File: src/design/wavp_pkg.sv
// Shared types, codes and header decode tables for the WAV stream parser.
package wavp_pkg;

   typedef enum logic [1:0] {
      KIND_HEADER = 2'd0,
      KIND_SAMPLE = 2'd1,
      KIND_ERROR  = 2'd2
   } kind_type;

   typedef enum logic [2:0] {
      ST_OK          = 3'd0,
      ST_NOT_RIFF    = 3'd1,
      ST_NOT_WAVE    = 3'd2,
      ST_NO_FMT      = 3'd3,
      ST_FMT_LEN     = 3'd4,
      ST_NO_DATA     = 3'd5,
      ST_SHORT_BLOCK = 3'd6
   } status_type;

   localparam int NumFields = 9;

   localparam logic [3:0] FLD_RIFF_SIZE    = 4'd0;
   localparam logic [3:0] FLD_FMT_LEN      = 4'd1;
   localparam logic [3:0] FLD_FORMAT_TAG   = 4'd2;
   localparam logic [3:0] FLD_CHANNELS     = 4'd3;
   localparam logic [3:0] FLD_RATE_HZ      = 4'd4;
   localparam logic [3:0] FLD_BYTE_RATE    = 4'd5;
   localparam logic [3:0] FLD_BLOCK_ALIGN  = 4'd6;
   localparam logic [3:0] FLD_BITS         = 4'd7;
   localparam logic [3:0] FLD_PAYLOAD      = 4'd8;

   localparam logic [5:0]  FmtSizePos    = 6'd19;
   localparam logic [5:0]  HeaderLastPos = 6'd43;
   localparam logic [31:0] FmtSizePcm    = 32'd16;
   localparam logic [15:0] MinBlockAlign = 16'd4;
   localparam logic [31:0] RiffBias      = 32'd8;

   typedef struct packed {
      logic       hit;
      logic [3:0] idx;
      logic [1:0] lane;
      logic       last;
   } field_slot_type;

   typedef struct packed {
      logic       check;
      logic [7:0] value;
      status_type code;
   } sig_slot_type;

   // Map a header offset to the little-endian field it feeds.
   function automatic field_slot_type field_slot(input logic [5:0] pos);
      field_slot_type s;
      s.hit  = 1'b1;
      s.idx  = FLD_RIFF_SIZE;
      s.lane = pos[1:0];
      s.last = (pos[1:0] == 2'd3);
      unique case (pos) inside
         [6'd4:6'd7]:   s.idx = FLD_RIFF_SIZE;
         [6'd16:6'd19]: s.idx = FLD_FMT_LEN;
         [6'd20:6'd21]: begin
            s.idx  = FLD_FORMAT_TAG;
            s.last = (pos[1:0] == 2'd1);
         end
         [6'd22:6'd23]: begin
            s.idx  = FLD_CHANNELS;
            s.lane = pos[1:0] - 2'd2;
         end
         [6'd24:6'd27]: s.idx = FLD_RATE_HZ;
         [6'd28:6'd31]: s.idx = FLD_BYTE_RATE;
         [6'd32:6'd33]: begin
            s.idx  = FLD_BLOCK_ALIGN;
            s.last = (pos[1:0] == 2'd1);
         end
         [6'd34:6'd35]: begin
            s.idx  = FLD_BITS;
            s.lane = pos[1:0] - 2'd2;
         end
         [6'd40:6'd43]: s.idx = FLD_PAYLOAD;
         default:       s.hit = 1'b0;
      endcase
      return s;
   endfunction

   // Expected signature byte at a header offset.
   function automatic sig_slot_type sig_slot(input logic [5:0] pos);
      sig_slot_type s;
      s = '{check: 1'b1, value: 8'h00, code: ST_OK};
      unique case (pos)
         6'd0:    begin s.value = 8'h52; s.code = ST_NOT_RIFF; end
         6'd1:    begin s.value = 8'h49; s.code = ST_NOT_RIFF; end
         6'd2:    begin s.value = 8'h46; s.code = ST_NOT_RIFF; end
         6'd3:    begin s.value = 8'h46; s.code = ST_NOT_RIFF; end
         6'd8:    begin s.value = 8'h57; s.code = ST_NOT_WAVE; end
         6'd9:    begin s.value = 8'h41; s.code = ST_NOT_WAVE; end
         6'd10:   begin s.value = 8'h56; s.code = ST_NOT_WAVE; end
         6'd11:   begin s.value = 8'h45; s.code = ST_NOT_WAVE; end
         6'd12:   begin s.value = 8'h66; s.code = ST_NO_FMT;   end
         6'd13:   begin s.value = 8'h6D; s.code = ST_NO_FMT;   end
         6'd14:   begin s.value = 8'h74; s.code = ST_NO_FMT;   end
         6'd36:   begin s.value = 8'h64; s.code = ST_NO_DATA;  end
         6'd37:   begin s.value = 8'h61; s.code = ST_NO_DATA;  end
         6'd38:   begin s.value = 8'h74; s.code = ST_NO_DATA;  end
         6'd39:   begin s.value = 8'h61; s.code = ST_NO_DATA;  end
         default: s.check = 1'b0;
      endcase
      return s;
   endfunction

endpackage

File: src/design/wavp_if.sv
// Byte input and parse result channel interfaces.
interface wavp_req_if;
   logic       valid;
   logic       ready;
   logic       start_of_file;
   logic [7:0] data_byte;

   modport source (output valid, output start_of_file, output data_byte, input ready);
   modport sink   (input valid, input start_of_file, input data_byte, output ready);
endinterface

interface wavp_rsp_if;
   logic               valid;
   logic               ready;
   logic        [1:0]  result_kind;
   logic        [2:0]  status;
   logic        [31:0] riff_length;
   logic        [15:0] format_tag;
   logic        [15:0] num_channels;
   logic        [31:0] rate_hz;
   logic        [31:0] byte_rate;
   logic        [15:0] block_align;
   logic        [15:0] bits_per_sample;
   logic        [31:0] payload_size;
   logic signed [15:0] left_sample;
   logic signed [15:0] right_sample;

   modport source (
      output valid, output result_kind, output status, output riff_length,
      output format_tag, output num_channels, output rate_hz, output byte_rate,
      output block_align, output bits_per_sample, output payload_size,
      output left_sample, output right_sample, input ready
   );
   modport sink (
      input valid, input result_kind, input status, input riff_length,
      input format_tag, input num_channels, input rate_hz, input byte_rate,
      input block_align, input bits_per_sample, input payload_size,
      input left_sample, input right_sample, output ready
   );
endinterface

File: src/design/wav_header_and_sample_parser.sv
// Top level: WAV header checker and PCM-16 stereo sample extractor.
//
//   channel | direction | payload                         | handshake
//   req_if  | in        | start_of_file, data_byte        | valid/ready
//   rsp_if  | out       | kind, status, header, L/R pair  | valid/ready
//
// One byte per cycle while the result register is not stalled; a byte passes
// through the input register, then the result register, to its result.
// The input register moves into the parse logic whenever the result register
// is empty or being drained, so a stalled result holds the input register.
// Synchronous reset empties both registers and returns to the header phase.
module wav_header_and_sample_parser
   import wavp_pkg::*;
(
   input  logic         clock,
   input  logic         reset,
   wavp_req_if.sink     req_if,
   wavp_rsp_if.source   rsp_if
);

   typedef enum logic [1:0] {
      PH_HEADER = 2'd0,
      PH_DATA   = 2'd1,
      PH_STOP   = 2'd2
   } phase_type;

   typedef struct packed {
      kind_type          kind;
      status_type        status;
      logic [31:0]       riff_length;
      logic [15:0]       format_tag;
      logic [15:0]       num_channels;
      logic [31:0]       rate_hz;
      logic [31:0]       byte_rate;
      logic [15:0]       block_align;
      logic [15:0]       bits_per_sample;
      logic [31:0]       payload_size;
      logic [15:0]       left_sample;
      logic [15:0]       right_sample;
   } result_type;

   // input register
   logic        in_valid_ff, in_valid_in;
   logic        in_sof_ff;
   logic [7:0]  in_byte_ff;

   // parse state
   phase_type   phase_ff, phase_in;
   logic [5:0]  hpos_ff, hpos_in;
   logic [31:0] shift_ff, shift_in;
   logic [31:0] cap_ff [NumFields];
   logic [31:0] cap_in [NumFields];
   logic [31:0] rem_ff, rem_in;
   logic [15:0] bpos_ff, bpos_in;
   logic [31:0] first_ff, first_in;

   // result register
   logic        out_valid_ff;
   result_type  out_ff, res_in;

   logic           req_accept, advance, emit, fill_hdr;
   field_slot_type slot;
   sig_slot_type   sig;
   logic [31:0]    lane_word, shift_word;
   logic [4:0]     bsh;

   assign req_accept    = req_if.valid && req_if.ready;
   assign advance       = in_valid_ff && (!out_valid_ff || rsp_if.ready);
   assign req_if.ready  = !in_valid_ff || advance;
   assign in_valid_in   = req_accept || (in_valid_ff && !advance);

   always_comb begin
      phase_in = in_sof_ff ? PH_HEADER : phase_ff;
      hpos_in  = in_sof_ff ? 6'd0 : hpos_ff;
      shift_in = shift_ff;
      cap_in   = cap_ff;
      rem_in   = rem_ff;
      bpos_in  = bpos_ff;
      first_in = first_ff;
      emit     = 1'b0;
      fill_hdr = 1'b0;
      res_in   = '0;
      slot     = field_slot(hpos_in);
      sig      = sig_slot(hpos_in);
      lane_word  = {24'd0, in_byte_ff} << {slot.lane, 3'b000};
      shift_word = (slot.lane == 2'd0) ? lane_word : (shift_ff | lane_word);
      bsh        = {bpos_ff[1:0], 3'b000};

      unique case (phase_in)
         PH_HEADER: begin
            if (sig.check && in_byte_ff != sig.value) begin
               emit          = 1'b1;
               res_in.kind   = KIND_ERROR;
               res_in.status = sig.code;
               phase_in      = PH_STOP;
            end else begin
               if (slot.hit) begin
                  shift_in = shift_word;
                  if (slot.last) cap_in[slot.idx] = shift_word;
               end
               if (hpos_in == FmtSizePos && cap_in[FLD_FMT_LEN] != FmtSizePcm) begin
                  emit          = 1'b1;
                  res_in.kind   = KIND_ERROR;
                  res_in.status = ST_FMT_LEN;
                  phase_in      = PH_STOP;
               end else if (hpos_in == HeaderLastPos) begin
                  emit = 1'b1;
                  if (cap_in[FLD_BLOCK_ALIGN][15:0] < MinBlockAlign) begin
                     res_in.kind   = KIND_ERROR;
                     res_in.status = ST_SHORT_BLOCK;
                     phase_in      = PH_STOP;
                  end else begin
                     fill_hdr    = 1'b1;
                     res_in.kind = KIND_HEADER;
                     rem_in      = cap_in[FLD_PAYLOAD];
                     bpos_in     = 16'd0;
                     first_in    = 32'd0;
                     phase_in    = (cap_in[FLD_PAYLOAD] == 32'd0) ? PH_STOP : PH_DATA;
                  end
               end else begin
                  hpos_in = hpos_in + 6'd1;
               end
            end
         end
         PH_DATA: begin
            rem_in = rem_ff - 32'd1;
            if (bpos_ff < 16'd4) begin
               first_in = (first_ff & ~(32'h0000_00FF << bsh)) |
                          ({24'd0, in_byte_ff} << bsh);
            end
            bpos_in = bpos_ff + 16'd1;
            if (bpos_in == cap_ff[FLD_BLOCK_ALIGN][15:0]) begin
               emit               = 1'b1;
               fill_hdr           = 1'b1;
               res_in.kind        = KIND_SAMPLE;
               res_in.left_sample = first_in[15:0];
               res_in.right_sample = first_in[31:16];
               bpos_in            = 16'd0;
            end
            if (rem_in == 32'd0) phase_in = PH_STOP;
         end
         default: begin
            // stopped: drop bytes until the next start of file
         end
      endcase

      if (fill_hdr) begin
         res_in.riff_length     = cap_in[FLD_RIFF_SIZE] + RiffBias;
         res_in.format_tag      = cap_in[FLD_FORMAT_TAG][15:0];
         res_in.num_channels    = cap_in[FLD_CHANNELS][15:0];
         res_in.rate_hz         = cap_in[FLD_RATE_HZ];
         res_in.byte_rate       = cap_in[FLD_BYTE_RATE];
         res_in.block_align     = cap_in[FLD_BLOCK_ALIGN][15:0];
         res_in.bits_per_sample = cap_in[FLD_BITS][15:0];
         res_in.payload_size    = cap_in[FLD_PAYLOAD];
      end
   end

   always_ff @(posedge clock) begin
      if (reset) begin
         in_valid_ff  <= 1'b0;
         out_valid_ff <= 1'b0;
         phase_ff     <= PH_HEADER;
         hpos_ff      <= 6'd0;
         shift_ff     <= 32'd0;
         rem_ff       <= 32'd0;
         bpos_ff      <= 16'd0;
         first_ff     <= 32'd0;
         for (int i = 0; i < NumFields; i++) cap_ff[i] <= 32'd0;
      end else begin
         in_valid_ff <= in_valid_in;
         if (req_accept) begin
            in_sof_ff  <= req_if.start_of_file;
            in_byte_ff <= req_if.data_byte;
         end
         if (advance) begin
            phase_ff <= phase_in;
            hpos_ff  <= hpos_in;
            shift_ff <= shift_in;
            cap_ff   <= cap_in;
            rem_ff   <= rem_in;
            bpos_ff  <= bpos_in;
            first_ff <= first_in;
         end
         if (advance && emit) begin
            out_valid_ff <= 1'b1;
            out_ff       <= res_in;
         end else if (rsp_if.ready) begin
            out_valid_ff <= 1'b0;
         end
      end
   end

   assign rsp_if.valid           = out_valid_ff;
   assign rsp_if.result_kind     = out_ff.kind;
   assign rsp_if.status          = out_ff.status;
   assign rsp_if.riff_length     = out_ff.riff_length;
   assign rsp_if.format_tag      = out_ff.format_tag;
   assign rsp_if.num_channels    = out_ff.num_channels;
   assign rsp_if.rate_hz         = out_ff.rate_hz;
   assign rsp_if.byte_rate       = out_ff.byte_rate;
   assign rsp_if.block_align     = out_ff.block_align;
   assign rsp_if.bits_per_sample = out_ff.bits_per_sample;
   assign rsp_if.payload_size    = out_ff.payload_size;
   assign rsp_if.left_sample     = out_ff.left_sample;
   assign rsp_if.right_sample    = out_ff.right_sample;

   a_err_has_code: assert property (@(posedge clock) disable iff (reset)
      out_valid_ff && out_ff.kind == KIND_ERROR |-> out_ff.status != ST_OK)
      else $error("error transaction without a failure code");

   a_ok_has_no_code: assert property (@(posedge clock) disable iff (reset)
      out_valid_ff && out_ff.kind != KIND_ERROR |-> out_ff.status == ST_OK)
      else $error("header or sample transaction with a failure code");

   a_result_from_advance: assert property (@(posedge clock) disable iff (reset)
      $rose(out_valid_ff) |-> $past(advance))
      else $error("result appeared without a parsed byte");

   a_hpos_range: assert property (@(posedge clock) disable iff (reset)
      hpos_ff <= HeaderLastPos)
      else $error("header position past the last header byte");

   a_block_align_min: assert property (@(posedge clock) disable iff (reset)
      phase_ff == PH_DATA |-> cap_ff[FLD_BLOCK_ALIGN][15:0] >= MinBlockAlign)
      else $error("data phase entered with a short block");

endmodule
File: src/flat_wrapper.sv
// flat-port wrapper written by rule: the top's interface ports become plain ports
module wav_header_and_sample_parser_flat import wavp_pkg::*;
  (clock, reset, req_if_valid, req_if_start_of_file, req_if_data_byte, req_if_ready, rsp_if_valid, rsp_if_result_kind, rsp_if_status, rsp_if_riff_length, rsp_if_format_tag, rsp_if_num_channels, rsp_if_rate_hz, rsp_if_byte_rate, rsp_if_block_align, rsp_if_bits_per_sample, rsp_if_payload_size, rsp_if_left_sample, rsp_if_right_sample, rsp_if_ready);
  wavp_req_if req_if_i ();
  wavp_rsp_if rsp_if_i ();
  input  logic clock;
  input  logic reset;
  input wire logic [$bits(req_if_i.valid)-1:0] req_if_valid;
  input wire logic [$bits(req_if_i.start_of_file)-1:0] req_if_start_of_file;
  input wire logic [$bits(req_if_i.data_byte)-1:0] req_if_data_byte;
  output wire logic [$bits(req_if_i.ready)-1:0] req_if_ready;
  output wire logic [$bits(rsp_if_i.valid)-1:0] rsp_if_valid;
  output wire logic [$bits(rsp_if_i.result_kind)-1:0] rsp_if_result_kind;
  output wire logic [$bits(rsp_if_i.status)-1:0] rsp_if_status;
  output wire logic [$bits(rsp_if_i.riff_length)-1:0] rsp_if_riff_length;
  output wire logic [$bits(rsp_if_i.format_tag)-1:0] rsp_if_format_tag;
  output wire logic [$bits(rsp_if_i.num_channels)-1:0] rsp_if_num_channels;
  output wire logic [$bits(rsp_if_i.rate_hz)-1:0] rsp_if_rate_hz;
  output wire logic [$bits(rsp_if_i.byte_rate)-1:0] rsp_if_byte_rate;
  output wire logic [$bits(rsp_if_i.block_align)-1:0] rsp_if_block_align;
  output wire logic [$bits(rsp_if_i.bits_per_sample)-1:0] rsp_if_bits_per_sample;
  output wire logic [$bits(rsp_if_i.payload_size)-1:0] rsp_if_payload_size;
  output wire logic [$bits(rsp_if_i.left_sample)-1:0] rsp_if_left_sample;
  output wire logic [$bits(rsp_if_i.right_sample)-1:0] rsp_if_right_sample;
  input wire logic [$bits(rsp_if_i.ready)-1:0] rsp_if_ready;
  assign req_if_i.valid = req_if_valid;
  assign req_if_i.start_of_file = req_if_start_of_file;
  assign req_if_i.data_byte = req_if_data_byte;
  assign req_if_ready = req_if_i.ready;
  assign rsp_if_valid = rsp_if_i.valid;
  assign rsp_if_result_kind = rsp_if_i.result_kind;
  assign rsp_if_status = rsp_if_i.status;
  assign rsp_if_riff_length = rsp_if_i.riff_length;
  assign rsp_if_format_tag = rsp_if_i.format_tag;
  assign rsp_if_num_channels = rsp_if_i.num_channels;
  assign rsp_if_rate_hz = rsp_if_i.rate_hz;
  assign rsp_if_byte_rate = rsp_if_i.byte_rate;
  assign rsp_if_block_align = rsp_if_i.block_align;
  assign rsp_if_bits_per_sample = rsp_if_i.bits_per_sample;
  assign rsp_if_payload_size = rsp_if_i.payload_size;
  assign rsp_if_left_sample = rsp_if_i.left_sample;
  assign rsp_if_right_sample = rsp_if_i.right_sample;
  assign rsp_if_i.ready = rsp_if_ready;
  wav_header_and_sample_parser u_core (.clock(clock), .reset(reset), .req_if(req_if_i), .rsp_if(rsp_if_i));
endmodule
File: config.mk
export PLATFORM = sky130hd
export DESIGN_NAME = wav_header_and_sample_parser_flat
export DESIGN_NICKNAME = d
export VERILOG_FILES = /design/src/design/wavp_pkg.sv /design/src/design/wavp_if.sv /design/src/design/wav_header_and_sample_parser.sv /design/src/flat_wrapper.sv
export SDC_FILE = /design/constraint.sdc
export NUM_CORES = 1
export LEC_CHECK = 0
export ABC_AREA = 1
export BUFFER_PORTS_ARGS = -buffer_cell sky130_fd_sc_hd__buf_4
export CAP_MARGIN = 40
export CORE_MARGIN = 4
export CORE_UTILIZATION = 61
export CTS_CLUSTER_DIAMETER = 50
export DETAILED_ROUTE_END_ITERATION = 8
export GPL_ROUTABILITY_DRIVEN = 0
export PLACE_DENSITY = 0.8
export SLEW_MARGIN = 20
export SYNTH_ARGS = -nofsm -noshare
export SYNTH_HDL_FRONTEND = slang
export SYNTH_SLANG_ARGS = --single-unit
File: constraint.sdc
create_clock -name clock -period 9.91 [get_ports clock]
set_clock_uncertainty 0.15 [all_clocks]
set_input_delay 0.991 -clock clock [delete_from_list [all_inputs] [get_ports clock]]
set_output_delay 0.991 -clock clock [all_outputs]
set_load 0.05 [all_outputs]
* Word-level counts from Yosys, hierarchy flattened
Cells that the tools add are included.
** Storage, ports and cells
- Output and inout bits :: 231
- Register bits after elaboration :: 648
** Cells by class
- Add/subtract/negate cells :: 5
- Equal/unequal tests :: 28
- Bitwise gates (word level) :: 7
- Shift-type cells :: 3
- Mux-type cells :: 65
- Magnitude comparators :: 22
- Reductions and logical operators :: 42
** Operator list (count)
- $mux W288 :: 6
- $mux W32 :: 11
- $bwmux W288 :: 1
- $pmux W10 S13 :: 1
- $demux W32 S4 :: 1
- $pmux W32 S2 :: 2
- $mux W16 :: 5
- $logic_not A32 Y1 :: 2
- $or A32 B32 Y32 :: 2
- $shl A8 B5 Y32 :: 2
- $eq A6 B4 Y1 const B :: 7
- $add A32 B4 Y32 const B :: 1
- $and A32 B32 Y32 :: 1
- $lt A16 B3 Y1 const B :: 2
- $ne A32 B5 Y1 const B :: 1
- $not A32 Y32 :: 1
- $pmux W16 S2 :: 1
- $pmux W4 S8 :: 1
- $shl A8 B5 Y32 const A :: 1
- $sub A32 B1 Y32 const B :: 1
- $eq A6 B6 Y1 const B :: 5
- $ge A6 B5 Y1 const B :: 5
- $le A6 B5 Y1 const B :: 5
- $mux W6 :: 5
- 41 further kinds :: 102

* Logic depth before layout (Yosys ltp)
Gate-level depths: netlist of run 1.
- Depth in word-level cells :: 21
- Gate-level depth with buffers :: 23
- Depth with buffers taken out :: 21

* Least setup slack after synthesis of run 1
No wires, ideal clock.
- Path kind :: reg-to-reg
- Start point :: reg u_core.bpos_ff[1]
- End point :: reg u_core.out_ff (netlist bit u_core.rsp_if.bits_per_sample[0]) (enable)
- Required time :: 9.180 ns
- Setup time :: 0.580 ns
- Arrival time :: 7.019 ns
- Path buffers :: 2
- Path slack :: 2.161 ns
- Stages on the path, launching flop included :: 16
- Path through :: dfxtp_1 > clkbuf_1 > clkinv_1 > clkbuf_1 > ha_1 > xnor2_1 > o21ai_0 > nor3_1 > nand4_1 > nor2_1 > nand3_1 > nor3_1 > nand4_1 > nand2_1 > nand3_1 > inv_1
** On the way
- Longest elaborated chain between the ends :: 6
** RTL lines
- from (decl) :: line wav_header_and_sample_parser.sv:54 : logic [15:0] bpos_ff, bpos_in;
- from (signal assigned) :: line wav_header_and_sample_parser.sv:182 : bpos_ff <= bpos_in;
- $add A16 B1 Y16 :: line wav_header_and_sample_parser.sv:131 : bpos_in = bpos_ff + 16'd1;
- $eq A16 B16 Y1 :: line wav_header_and_sample_parser.sv:132 : if (bpos_in == cap_ff[FLD_BLOCK_ALIGN][15:0]) begin
- $mux W1 :: line wav_header_and_sample_parser.sv:132
- $pmux W1 S2 :: line wav_header_and_sample_parser.sv:89 : unique case (phase_in)
- $logic_and A1 B1 Y1 :: line wav_header_and_sample_parser.sv:185 : if (advance && emit) begin
- $reduce_and A2 Y1 (no line)
- to (signal assigned) :: line wav_header_and_sample_parser.sv:187 : out_ff <= res_in;
- to (decl) :: line wav_header_and_sample_parser.sv:59 : result_type out_ff, res_in;
No other way between the ends.
A chain may end at the register's enable or synchronous reset.

* Worst setup path in the final report of run 1
- Start point :: reg u_core.bpos_ff[1]
- End point :: reg u_core.out_ff (netlist bit u_core.rsp_if.format_tag[7]) (enable)
Same word-level chain as after synthesis.

==> results of run 1 <==
-- routing by layer --
metal | share of wire, % | up-vias | global-route usage (%)
li1 | - | 13200 | -
met1 | 40 | 12700 | 45.3
met2 | 44 | 1522 | 50.0
met3 | 11 | 319 | 8.70
met4 | 5.7 | 8 | 17.1
met5 | 0.094 | - | 0
-- worst max path at each step --
| stage | from | to | slack, ps | cells after the start |
|---|---|---|---|---|
| 2_1_floorplan | u_core.bpos_ff[1] | u_core.rsp_if.bits_per_sample[0] | 2160 | 15 |
| 3_3_place_gp | u_core.in_sof_ff | u_core.rsp_if.payload_size[15] | 4240 | 21 |
| 3_5_place_dp | u_core.bpos_ff[1] | u_core.rsp_if.payload_size[14] | 4200 | 14 |
| 4_1_cts | u_core.bpos_ff[1] | u_core.rsp_if.payload_size[14] | 4130 | 14 |
| 5_1_grt | u_core.bpos_ff[1] | u_core.rsp_if.byte_rate[19] | 3670 | 14 |
| 6_report | u_core.bpos_ff[1] | u_core.rsp_if.format_tag[7] | 4100 | 14 |
-- registers in the layout, indices dropped and copies added (netlist names), 2 cells and up --
name,count
u_core.rsp_if.result_kind,2
u_core.rsp_if.num_channels,16
u_core.rem_ff,32
u_core.shift_ff,32
u_core.rsp_if.bits_per_sample,16
u_core.rsp_if.right_sample,16
u_core.rsp_if.riff_length,32
u_core.rsp_if.status,3
u_core.in_byte_ff,8
u_core.first_ff,32
u_core.rsp_if.payload_size,32
u_core.rsp_if.block_align,16
u_core.rsp_if.left_sample,16
u_core.phase_ff,2
u_core.rsp_if.format_tag,16
u_core.bpos_ff,16
u_core.hpos_ff,6
u_core.rsp_if.byte_rate,32
u_core.rsp_if.rate_hz,32
u_core.cap_ff,224
-- cell families after synthesis --
family	Yosys count
and+or+nand+nor	1839
AOI/OAI and AO/OA	807
buffers and inverters	664
DFF	584
xor gates and xnor gates	50
adders and majority gates	7
-- cell usage after synthesis (32+ instances only) --
| master | number | area, um^2 |
|---|---|---|
| o211ai_1 | 71 | 533 |
| inv_1 | 404 | 1520 |
| nor2_1 | 558 | 2090 |
| nand2_1 | 948 | 3560 |
| dfxtp_1 | 346 | 6930 |
| nand4_1 | 80 | 500 |
| nand3_1 | 133 | 666 |
| a32oi_1 | 32 | 280 |
| xor2_1 | 45 | 394 |
| clkbuf_1 | 152 | 571 |
| a21oi_1 | 288 | 1440 |
| o21ai_0 | 329 | 1650 |
| buf_2 | 39 | 195 |
| o21ai_1 | 33 | 165 |
| nor3_1 | 49 | 245 |
| edfxtp_1 | 238 | 7150 |
-- report_power, final --
group	internal, mW	switching (mW)
sequential	2.57	0.0429
clock	1.44	1.00
combinational	0.151	0.414
total	4.16	1.46
-- critical path, stage by stage, from the launching register on --
cell and delay [ps]:
dfxtp_1 800, clkinv_1 750, ha_1 550, xnor2_1 140
o21ai_0 150, nor3_1 230, nand4_1 120, nor2_1 130
nand3_1 70, nor3_1 230, nand4_1 310, nand2_1 160
nand3_1 200, inv_8 600, buf_4 750
-- stage by stage --
step           std cells  instance area [um^2]  setup slack, ps  hold slack [ps]  utilization, %
6_report            4735                 33600             4100              313            70.5
5_1_grt             4735                 33600             3670              330            70.5
4_1_cts             4729                 33500             4130              311            70.3
3_5_place_dp        4609                 31300             4200              303            65.8
3_3_place_gp        4601                 31200             4240              298            65.4
2_1_floorplan       3951                 29400             2160              289               -
-- area by class of cell --
type                            instances  area [um^2]
Multi-Input combinational cell       2703        12600
Clock inverter                         28          273
Sequential cell                       584        14100
Clock buffer                           92         1880
Timing Repair Buffer                  287         2340
Fill cell                            3832        14000
Tap cell                              615          769
Inverter                              425         1620
Antenna cell                            1         2.50
==> summary.md, run 1 <==
| Metric | Value |
|---|---|
| Post-CTS Hold Buffers | `0` |
| DR DRC count | `0` |
| Post-cts resize count | `0` |
| Post-Syn Area | `29,400 um^2` |
| CTS tree | `done` |
| Power Density | `167 nW/um^2` |
| Post-synth cell types | `46` |
| Startpoint types | `flip-flop` |
| Die footprint | `51,800 um^2` |
| Critical Path Sink Type | `flip-flop` |
| Reg2reg setup slack | `4100 ps` |
| FMAX | `0.172 GHz` |
| Initial antenna violation count | `4` |
| Post-layout min period | `5810 ps` |
| Arr. time, crit path | `5880 ps` |
| Hold depth | `2` |
| Largest vdd supply drop | `0.115 mV` |
| GRT Util Overall | `33.5%` |
| First-pass GRT wire length | `137 mm` |
| Final Hold Violating Endpoints | `0` |
| Synthesized flop and latch total | `584` |
| Via-to-Cell Ratio | `5.86` |
| # H-tree levels | `3` |
| Total core area | `47,600 um^2` |
| Largest net degree at the start of global routing | `191` |
| TritonCTS Sinks | `584` |
| Die width | `228 um` |
| Number of global-route vias before repair | `25,300` |
| Post-Synth Adder-Cell Area | `0.298%` |
| P_leak | `14.6 nW` |
| Worst Hold Path EP | `u_core.first_ff[16]` |
| Final Cycle Share | `58.6%` |
| Mapped Cells | `3,951` |
| Reg clk slew, reported paths | `60 ps` |
| FP Rows | `80` |
| Proportion of synthesized area in mux cells | `0%` |
| Post-synthesis compound-gate area fraction | `15.2%` |
| Share of post-route cells with drive strength above 1 | `11.7%` |
| Port Buffers | `243` |
| Total number of vias | `27,700` |
| Endpoints failing setup | `0` |
| Net Count, Synth | `3,971` |
| Nets | `4,087` |
| Worst min-delay path class | `flip-flop to flip-flop` |
| Post-synthesis area per instance | `7.44 um^2` |
| Yosys warning count | `0` |
| Layout area overhead | `14.3%` |
| EDFF count, synth | `238` |
| Main combinational cell family by area after synthesis | `simple AND/OR/NAND/NOR gates` |
| Postcts setup bufs | `0` |
| Most frequent cells in the layout | `947 x nand2_1, 554 x nor2_1, 401 x inv_1, 346 x dfxtp_1, 329 x o21ai_0` |
| Register area share after synthesis | `47.9%` |
| Commonest non-fill, non-tap cell in the layout | `nand2_1` |
| Worst-Skew Late Latency | `600 ps` |
| WS Path Type | `flip-flop to flip-flop` |
| Chip Height | `228 um` |
| CTS buffer count | `66` |
| Final Slew Violations | `0` |
| Simple-Gate Fraction of Synth Area | `25.9%` |
| Max Cap Viol | `0` |
| Antenna Nets Post-Route | `0` |
| Main flop type after synthesis | `dfxtp_1` |
| Critical Path RT | `9980 ps` |
| Root Buffer | `clkbuf_16` |
| Crit-path max FO | `103` |
| Post-DP HPWL | `58.5 mm` |
| Actual slew at the worst max-slew pin | `857 ps` |
| Ports | `244` |
| Unrepaired setup endpoints after global routing | `false` |
| Final wirelength | `89.2 mm` |
| Initial core utilization | `61.7%` |
| Final TNS setup | `0 ps` |
| Total gr overflow | `0` |
| Result of the run | `complete, no violations` |
| Post-Synth XOR/XNOR Area | `1.49%` |
| Max_slew headroom | `42.9%` |
| HP Start | `u_core.first_ff[16]` |
| Overall power | `5.62 mW` |
| FF-to-FF End | `u_core.rsp_if.format_tag[7]` |
| Max Root-Sink Buffers | `3` |
| FFs w/ async S/R, synth | `0%` |
| Reg2Reg Depth | `14` |
| WL per Instance | `18.8 um` |
| Worst reg2reg path startpoint | `u_core.bpos_ff[1]` |
| Iter 0 DRT Violations | `3,750` |
| DRT Pass-1 Iters | `7` |
(Power assumes the default switching activity.)
==> inputs of run 2 (changes only) <==
--- a/config.mk
+++ b/config.mk
@@ -5,15 +5,15 @@
 export SDC_FILE = /design/constraint.sdc
 export NUM_CORES = 1
 export LEC_CHECK = 0
-export ABC_AREA = 1
+export ABC_AREA = 0
 export BUFFER_PORTS_ARGS = -buffer_cell sky130_fd_sc_hd__buf_4
 export CAP_MARGIN = 40
 export CORE_MARGIN = 4
-export CORE_UTILIZATION = 61
+export CORE_UTILIZATION = 54
 export CTS_CLUSTER_DIAMETER = 50
 export DETAILED_ROUTE_END_ITERATION = 8
 export GPL_ROUTABILITY_DRIVEN = 0
-export PLACE_DENSITY = 0.8
+export PLACE_DENSITY = 0.75
 export SLEW_MARGIN = 20
 export SYNTH_ARGS = -nofsm -noshare
 export SYNTH_HDL_FRONTEND = slang
==> constraint.sdc (replaced) <==
create_clock -name clock -period 5.3 [get_ports clock]
set_clock_uncertainty 0.15 [all_clocks]
set_input_delay 0.53 -clock clock [delete_from_list [all_inputs] [get_ports clock]]
set_output_delay 0.53 -clock clock [all_outputs]
set_load 0.05 [all_outputs]
==> run 2 against run 1 <==
  * Combinational power up 11%
  * Critical path type unchanged
  * Via count down 16%
  * Critical path depth down 4
  * Synthesized cell count down 27%
  * Sequential power up 75%
  * Largest cell class unchanged
  * First-iteration DRC count down 16%
  * Die area up 5.0%
  * Wire length down 10%
  * Setup slack worse by 3600 ps
  * Core utilization down 7.3 points
  * Hold slack worse by 150 ps
  * Critical endpoint is now u_core.rsp_if.riff_length[15]
  * Cell count down 21%
  * Highest routed layer is now met4
==> summary.md, run 2 <==
| Metric | Value |
|---|---|
| Result of the run | `complete, no violations (unchanged)` |
| Postcts setup bufs | `0 (unchanged)` |
| Final Slew Violations | `0 (unchanged)` |
| CTS tree | `done (unchanged)` |
| Ports | `244 (unchanged)` |
| NetSw | `2.25 mW (was 1.46 mW)` |
| Int Power | `7.03 mW (was 4.16 mW)` |
| Antenna Nets Post-Route | `0 (unchanged)` |
| Max Cap Viol | `0 (unchanged)` |
| Mapped Cells | `2,878 (was 3,951)` |
| Max Root-Sink Buffers | `3 (unchanged)` |
| Post-synth cell types | `99 (was 46)` |
| Die width | `233 um (was 228 um)` |
| Worst reg2reg path startpoint | `u_core.hpos_ff[5] (was u_core.bpos_ff[1])` |
| FF-to-FF End | `u_core.rsp_if.riff_length[15] (was u_core.rsp_if.format_tag[7])` |
| Most common cell in the netlist | `nor2_1 (was nand2_1)` |
| HP Start | `reset (was u_core.first_ff[16])` |
| Critical Path Sink Type | `flip-flop (unchanged)` |
| Total number of vias | `23,200 (was 27,700)` |
| Initial antenna violation count | `0 (was 4)` |
| Power Density | `292 nW/um^2 (was 167 nW/um^2)` |
| First-pass GRT wire length | `122 mm (was 137 mm)` |
| FFs w/ async S/R, synth | `0% (unchanged)` |
| Seq pwr share | `49.3% (was 46.4%)` |
| Number of global-route vias before repair | `21,300 (was 25,300)` |
| WS Path Type | `flip-flop to flip-flop (unchanged)` |
| Nets | `3,034 (was 4,087)` |
| # H-tree levels | `2 (was 3)` |
| FP Rows | `82 (was 80)` |
| Layout area overhead | `16.0% (was 14.3%)` |
| Total gr overflow | `0 (unchanged)` |
| Largest Register | `u_core.cap_ff (unchanged)` |
| Clk pwr share | `44.0% (was 43.5%)` |
| Post-Syn Area | `27,400 um^2 (was 29,400 um^2)` |
| Max_slew headroom | `36.9% (was 42.9%)` |
| Die footprint | `54,400 um^2 (was 51,800 um^2)` |
| GRT Util Overall | `28.2% (was 33.5%)` |
| Register area share after synthesis | `49.4% (was 47.9%)` |
| Switching share of power | `24.3% (was 26.0%)` |
| Most frequent cells in the layout | `536 x nor2_1, 324 x buf_4, 319 x dfxtp_1, 238 x edfxtp_1, 231 x nand2_1 (was 947 x nand2_1, 554 x nor2_1, 401 x inv_1, 346 x dfxtp_1, 329 x o21ai_0)` |
| CTS buffer count | `58 (was 66)` |
| Final Hold Violating Endpoints | `0 (unchanged)` |
| Total core area | `50,200 um^2 (was 47,600 um^2)` |
| Worst min-delay path class | `primary input to flip-flop (was flip-flop to flip-flop)` |
| Hold depth | `2 (unchanged)` |
| Net Count, Synth | `2,898 (was 3,971)` |
| P_leak | `9.82 nW (was 14.6 nW)` |
| Reg clk slew, reported paths | `60 ps (about the same)` |
| Via-to-Cell Ratio | `6.22 (was 5.86)` |
| Startpoint types | `flip-flop (unchanged)` |
| Critical Path RT | `5500 ps (was 9980 ps)` |
| Unrepaired setup endpoints after global routing | `false (unchanged)` |
| DRT Pass-1 Iters | `7 (unchanged)` |
| Final Cycle Share | `89.8% (was 58.6%)` |
| Worst-Skew Late Latency | `620 ps (was 600 ps)` |
| Comb power frac | `6.7% (was 10.0%)` |
| Yosys top cell area share | `26.1% (was 24.3%)` |
| Yosys warning count | `0 (unchanged)` |
| Final TNS setup | `0 ps (unchanged)` |
| Post-synth top cells | `539 x nor2_1, 319 x dfxtp_1, 238 x edfxtp_1, 232 x nand2_1, 200 x mux2i_1 (was 948 x nand2_1, 558 x nor2_1, 404 x inv_1, 346 x dfxtp_1, 329 x o21ai_0)` |
| EDFF count, synth | `238 (unchanged)` |
| WL per Instance | `21.5 um (was 18.8 um)` |
| Worst Hold Path EP | `u_core.cap_ff[75] (was u_core.first_ff[16])` |
| Synth area leaders | `edfxtp_1 26%, dfxtp_1 23%, nor2_1 7.4% (was edfxtp_1 24%, dfxtp_1 24%, nand2_1 12%)` |
| Root Buffer | `clkbuf_16 (unchanged)` |
| Final wirelength | `80.2 mm (was 89.2 mm)` |
| Crit-path max FO | `35 (was 103)` |
| Post-synthesis area per instance | `9.51 um^2 (was 7.44 um^2)` |
| Leading area contributor after synthesis | `edfxtp_1 (unchanged)` |
| Post-layout min period | `4760 ps (was 5810 ps)` |
| Arr. time, crit path | `4960 ps (was 5880 ps)` |
| Largest vdd supply drop | `0.281 mV (was 0.115 mV)` |
| Share of post-route cells with drive strength above 1 | `18.0% (was 11.7%)` |
| Reg2reg setup slack | `540 ps (was 4100 ps)` |
| Largest register FFs | `197 (was 224)` |
| Reg2Reg Depth | `10 (was 14)` |
| Post-DP HPWL | `54.0 mm (was 58.5 mm)` |
| Iter 0 DRT Violations | `3,148 (was 3,750)` |
| FMAX | `0.210 GHz (was 0.172 GHz)` |
| Worst hold margin | `160 ps (was 313 ps)` |
| Actual slew at the worst max-slew pin | `946 ps (was 857 ps)` |
| TritonCTS Sinks | `557 (was 584)` |
| Fillers | `3,930 (was 3,832)` |
| Port Buffers | `243 (unchanged)` |
| Commonest non-fill, non-tap cell in the layout | `nor2_1 (was nand2_1)` |
| Largest net degree at the start of global routing | `208 (was 191)` |
| Endpoints failing setup | `0 (unchanged)` |
| Synthesized flop and latch total | `557 (was 584)` |
| Chip Height | `233 um (was 228 um)` |
| Initial core utilization | `54.6% (was 61.7%)` |
| Main flop type after synthesis | `dfxtp_1 (unchanged)` |
| DR DRC count | `0 (unchanged)` |
[run 2: cell count changes after synthesis, moves of 39 or more]
| cell | previous run | this run |
|---|---|---|
| nand4_1 | 80 | 34 |
| a211oi_1 | 5 | 105 |
| o21ai_0 | 329 | 63 |
| a21oi_1 | 288 | 177 |
| nand3_1 | 133 | 48 |
| nand2b_1 | 0 | 39 |
| inv_1 | 404 | 19 |
| o211ai_1 | 71 | 10 |
| a22oi_1 | 0 | 83 |
| a211oi_2 | 0 | 50 |
| nand2_1 | 948 | 232 |
| mux2i_1 | 0 | 200 |
[run 2: timing repair]
item / CTS / global route
gates resized for setup: 0 / 0
hold buffers: 10 / 0
endpoints found under the hold margin: 10 / 0
[run 2: cell type report]
cell class | instances | area [um^2] | area share (%)
multi-input combinational | 2026 | 12500 | 39.5
tap | 672 | 841 | 2.65
antenna | 1 | 2.50 | 0.00788
sequential | 557 | 13500 | 42.6
clock buffer | 74 | 1590 | 5.02
timing repair buffer | 352 | 2840 | 8.94
inverter | 19 | 71.3 | 0.225
clock inverter | 36 | 337 | 1.06
[run 2: worst max-delay path, cell delays in order, from the launching register on]
cell	delay, ps
dfxtp_1	850
or4b_1	800
nand4_1	250
a31oi_1	270
o21bai_1	280
a2111oi_4	410
o21ai_0	190
o21ai_1	410
nand2_8	270
buf_4	340
buf_12	230
[run 2: cells by family (layout without fill, tap and decap cells)]
logic type | after synthesis | in the layout | synth area share (%)
buffers and inverters | 295 | 481 | 5.10
XOR/XNOR | 61 | 61 | 1.95
other | 0 | 1 | 0
AND/OR/NAND/NOR | 1145 | 1145 | 19.7
adder cells (fa/ha/maj) | 7 | 7 | 0.320
multiplexers | 204 | 204 | 7.49
flip-flops | 557 | 557 | 49.4
AO/OA/AOI/OAI | 609 | 609 | 16.0
[run 2: routing by layer]
layer	track usage, %	up-vias	part of all wire [%]
met1	39.6	11100	42
li1	-	10600	-
met4	9.36	0	3.7
met2	43.5	1260	45
met5	0	-	0
met3	6.06	227	9.9
[run 2: metrics by stage]
| step | utilization (%) | instance area, um^2 | setup WS, ps | power [mW] | instances |
|---|---|---|---|---|---|
| after floorplan | - | 27400 | 669 | 5.07 | 2878 |
| after global placement | 58.8 | 29500 | 862 | 5.27 | 3599 |
| after detailed placement | 59.0 | 29600 | 710 | 5.28 | 3608 |
| after CTS | 63.0 | 31600 | 696 | 9.31 | 3728 |
| after global routing | 63.3 | 31700 | 316 | 9.54 | 3736 |
| final | 63.3 | 31700 | 542 | 9.28 | 3737 |
[run 2: power by group through the flow]
stage          Combinational, mW  Sequential [mW]  Clock [mW]
2_1_floorplan              0.170             4.90           0
3_3_place_gp               0.594             4.67           0
3_5_place_dp               0.606             4.67           0
4_1_cts                    0.614             4.58        4.12
5_1_grt                    0.647             4.58        4.31
6_report                   0.624             4.57        4.08
[run 2: how the worst max path moves through the flow]
stage	from	end	slack, ps	cells after the start
5_1_grt	u_core.hpos_ff[5]	u_core.rsp_if.rate_hz[22]	320	10
3_5_place_dp	u_core.hpos_ff[1]	u_core.rsp_if.rate_hz[21]	710	9
2_1_floorplan	u_core.in_sof_ff	u_core.rsp_if.bits_per_sample[0]	670	10
6_report	u_core.hpos_ff[5]	u_core.rsp_if.riff_length[15]	540	10
3_3_place_gp	u_core.hpos_ff[5]	u_core.rsp_if.rate_hz[21]	860	9
4_1_cts	u_core.hpos_ff[1]	u_core.rsp_if.rate_hz[22]	700	9
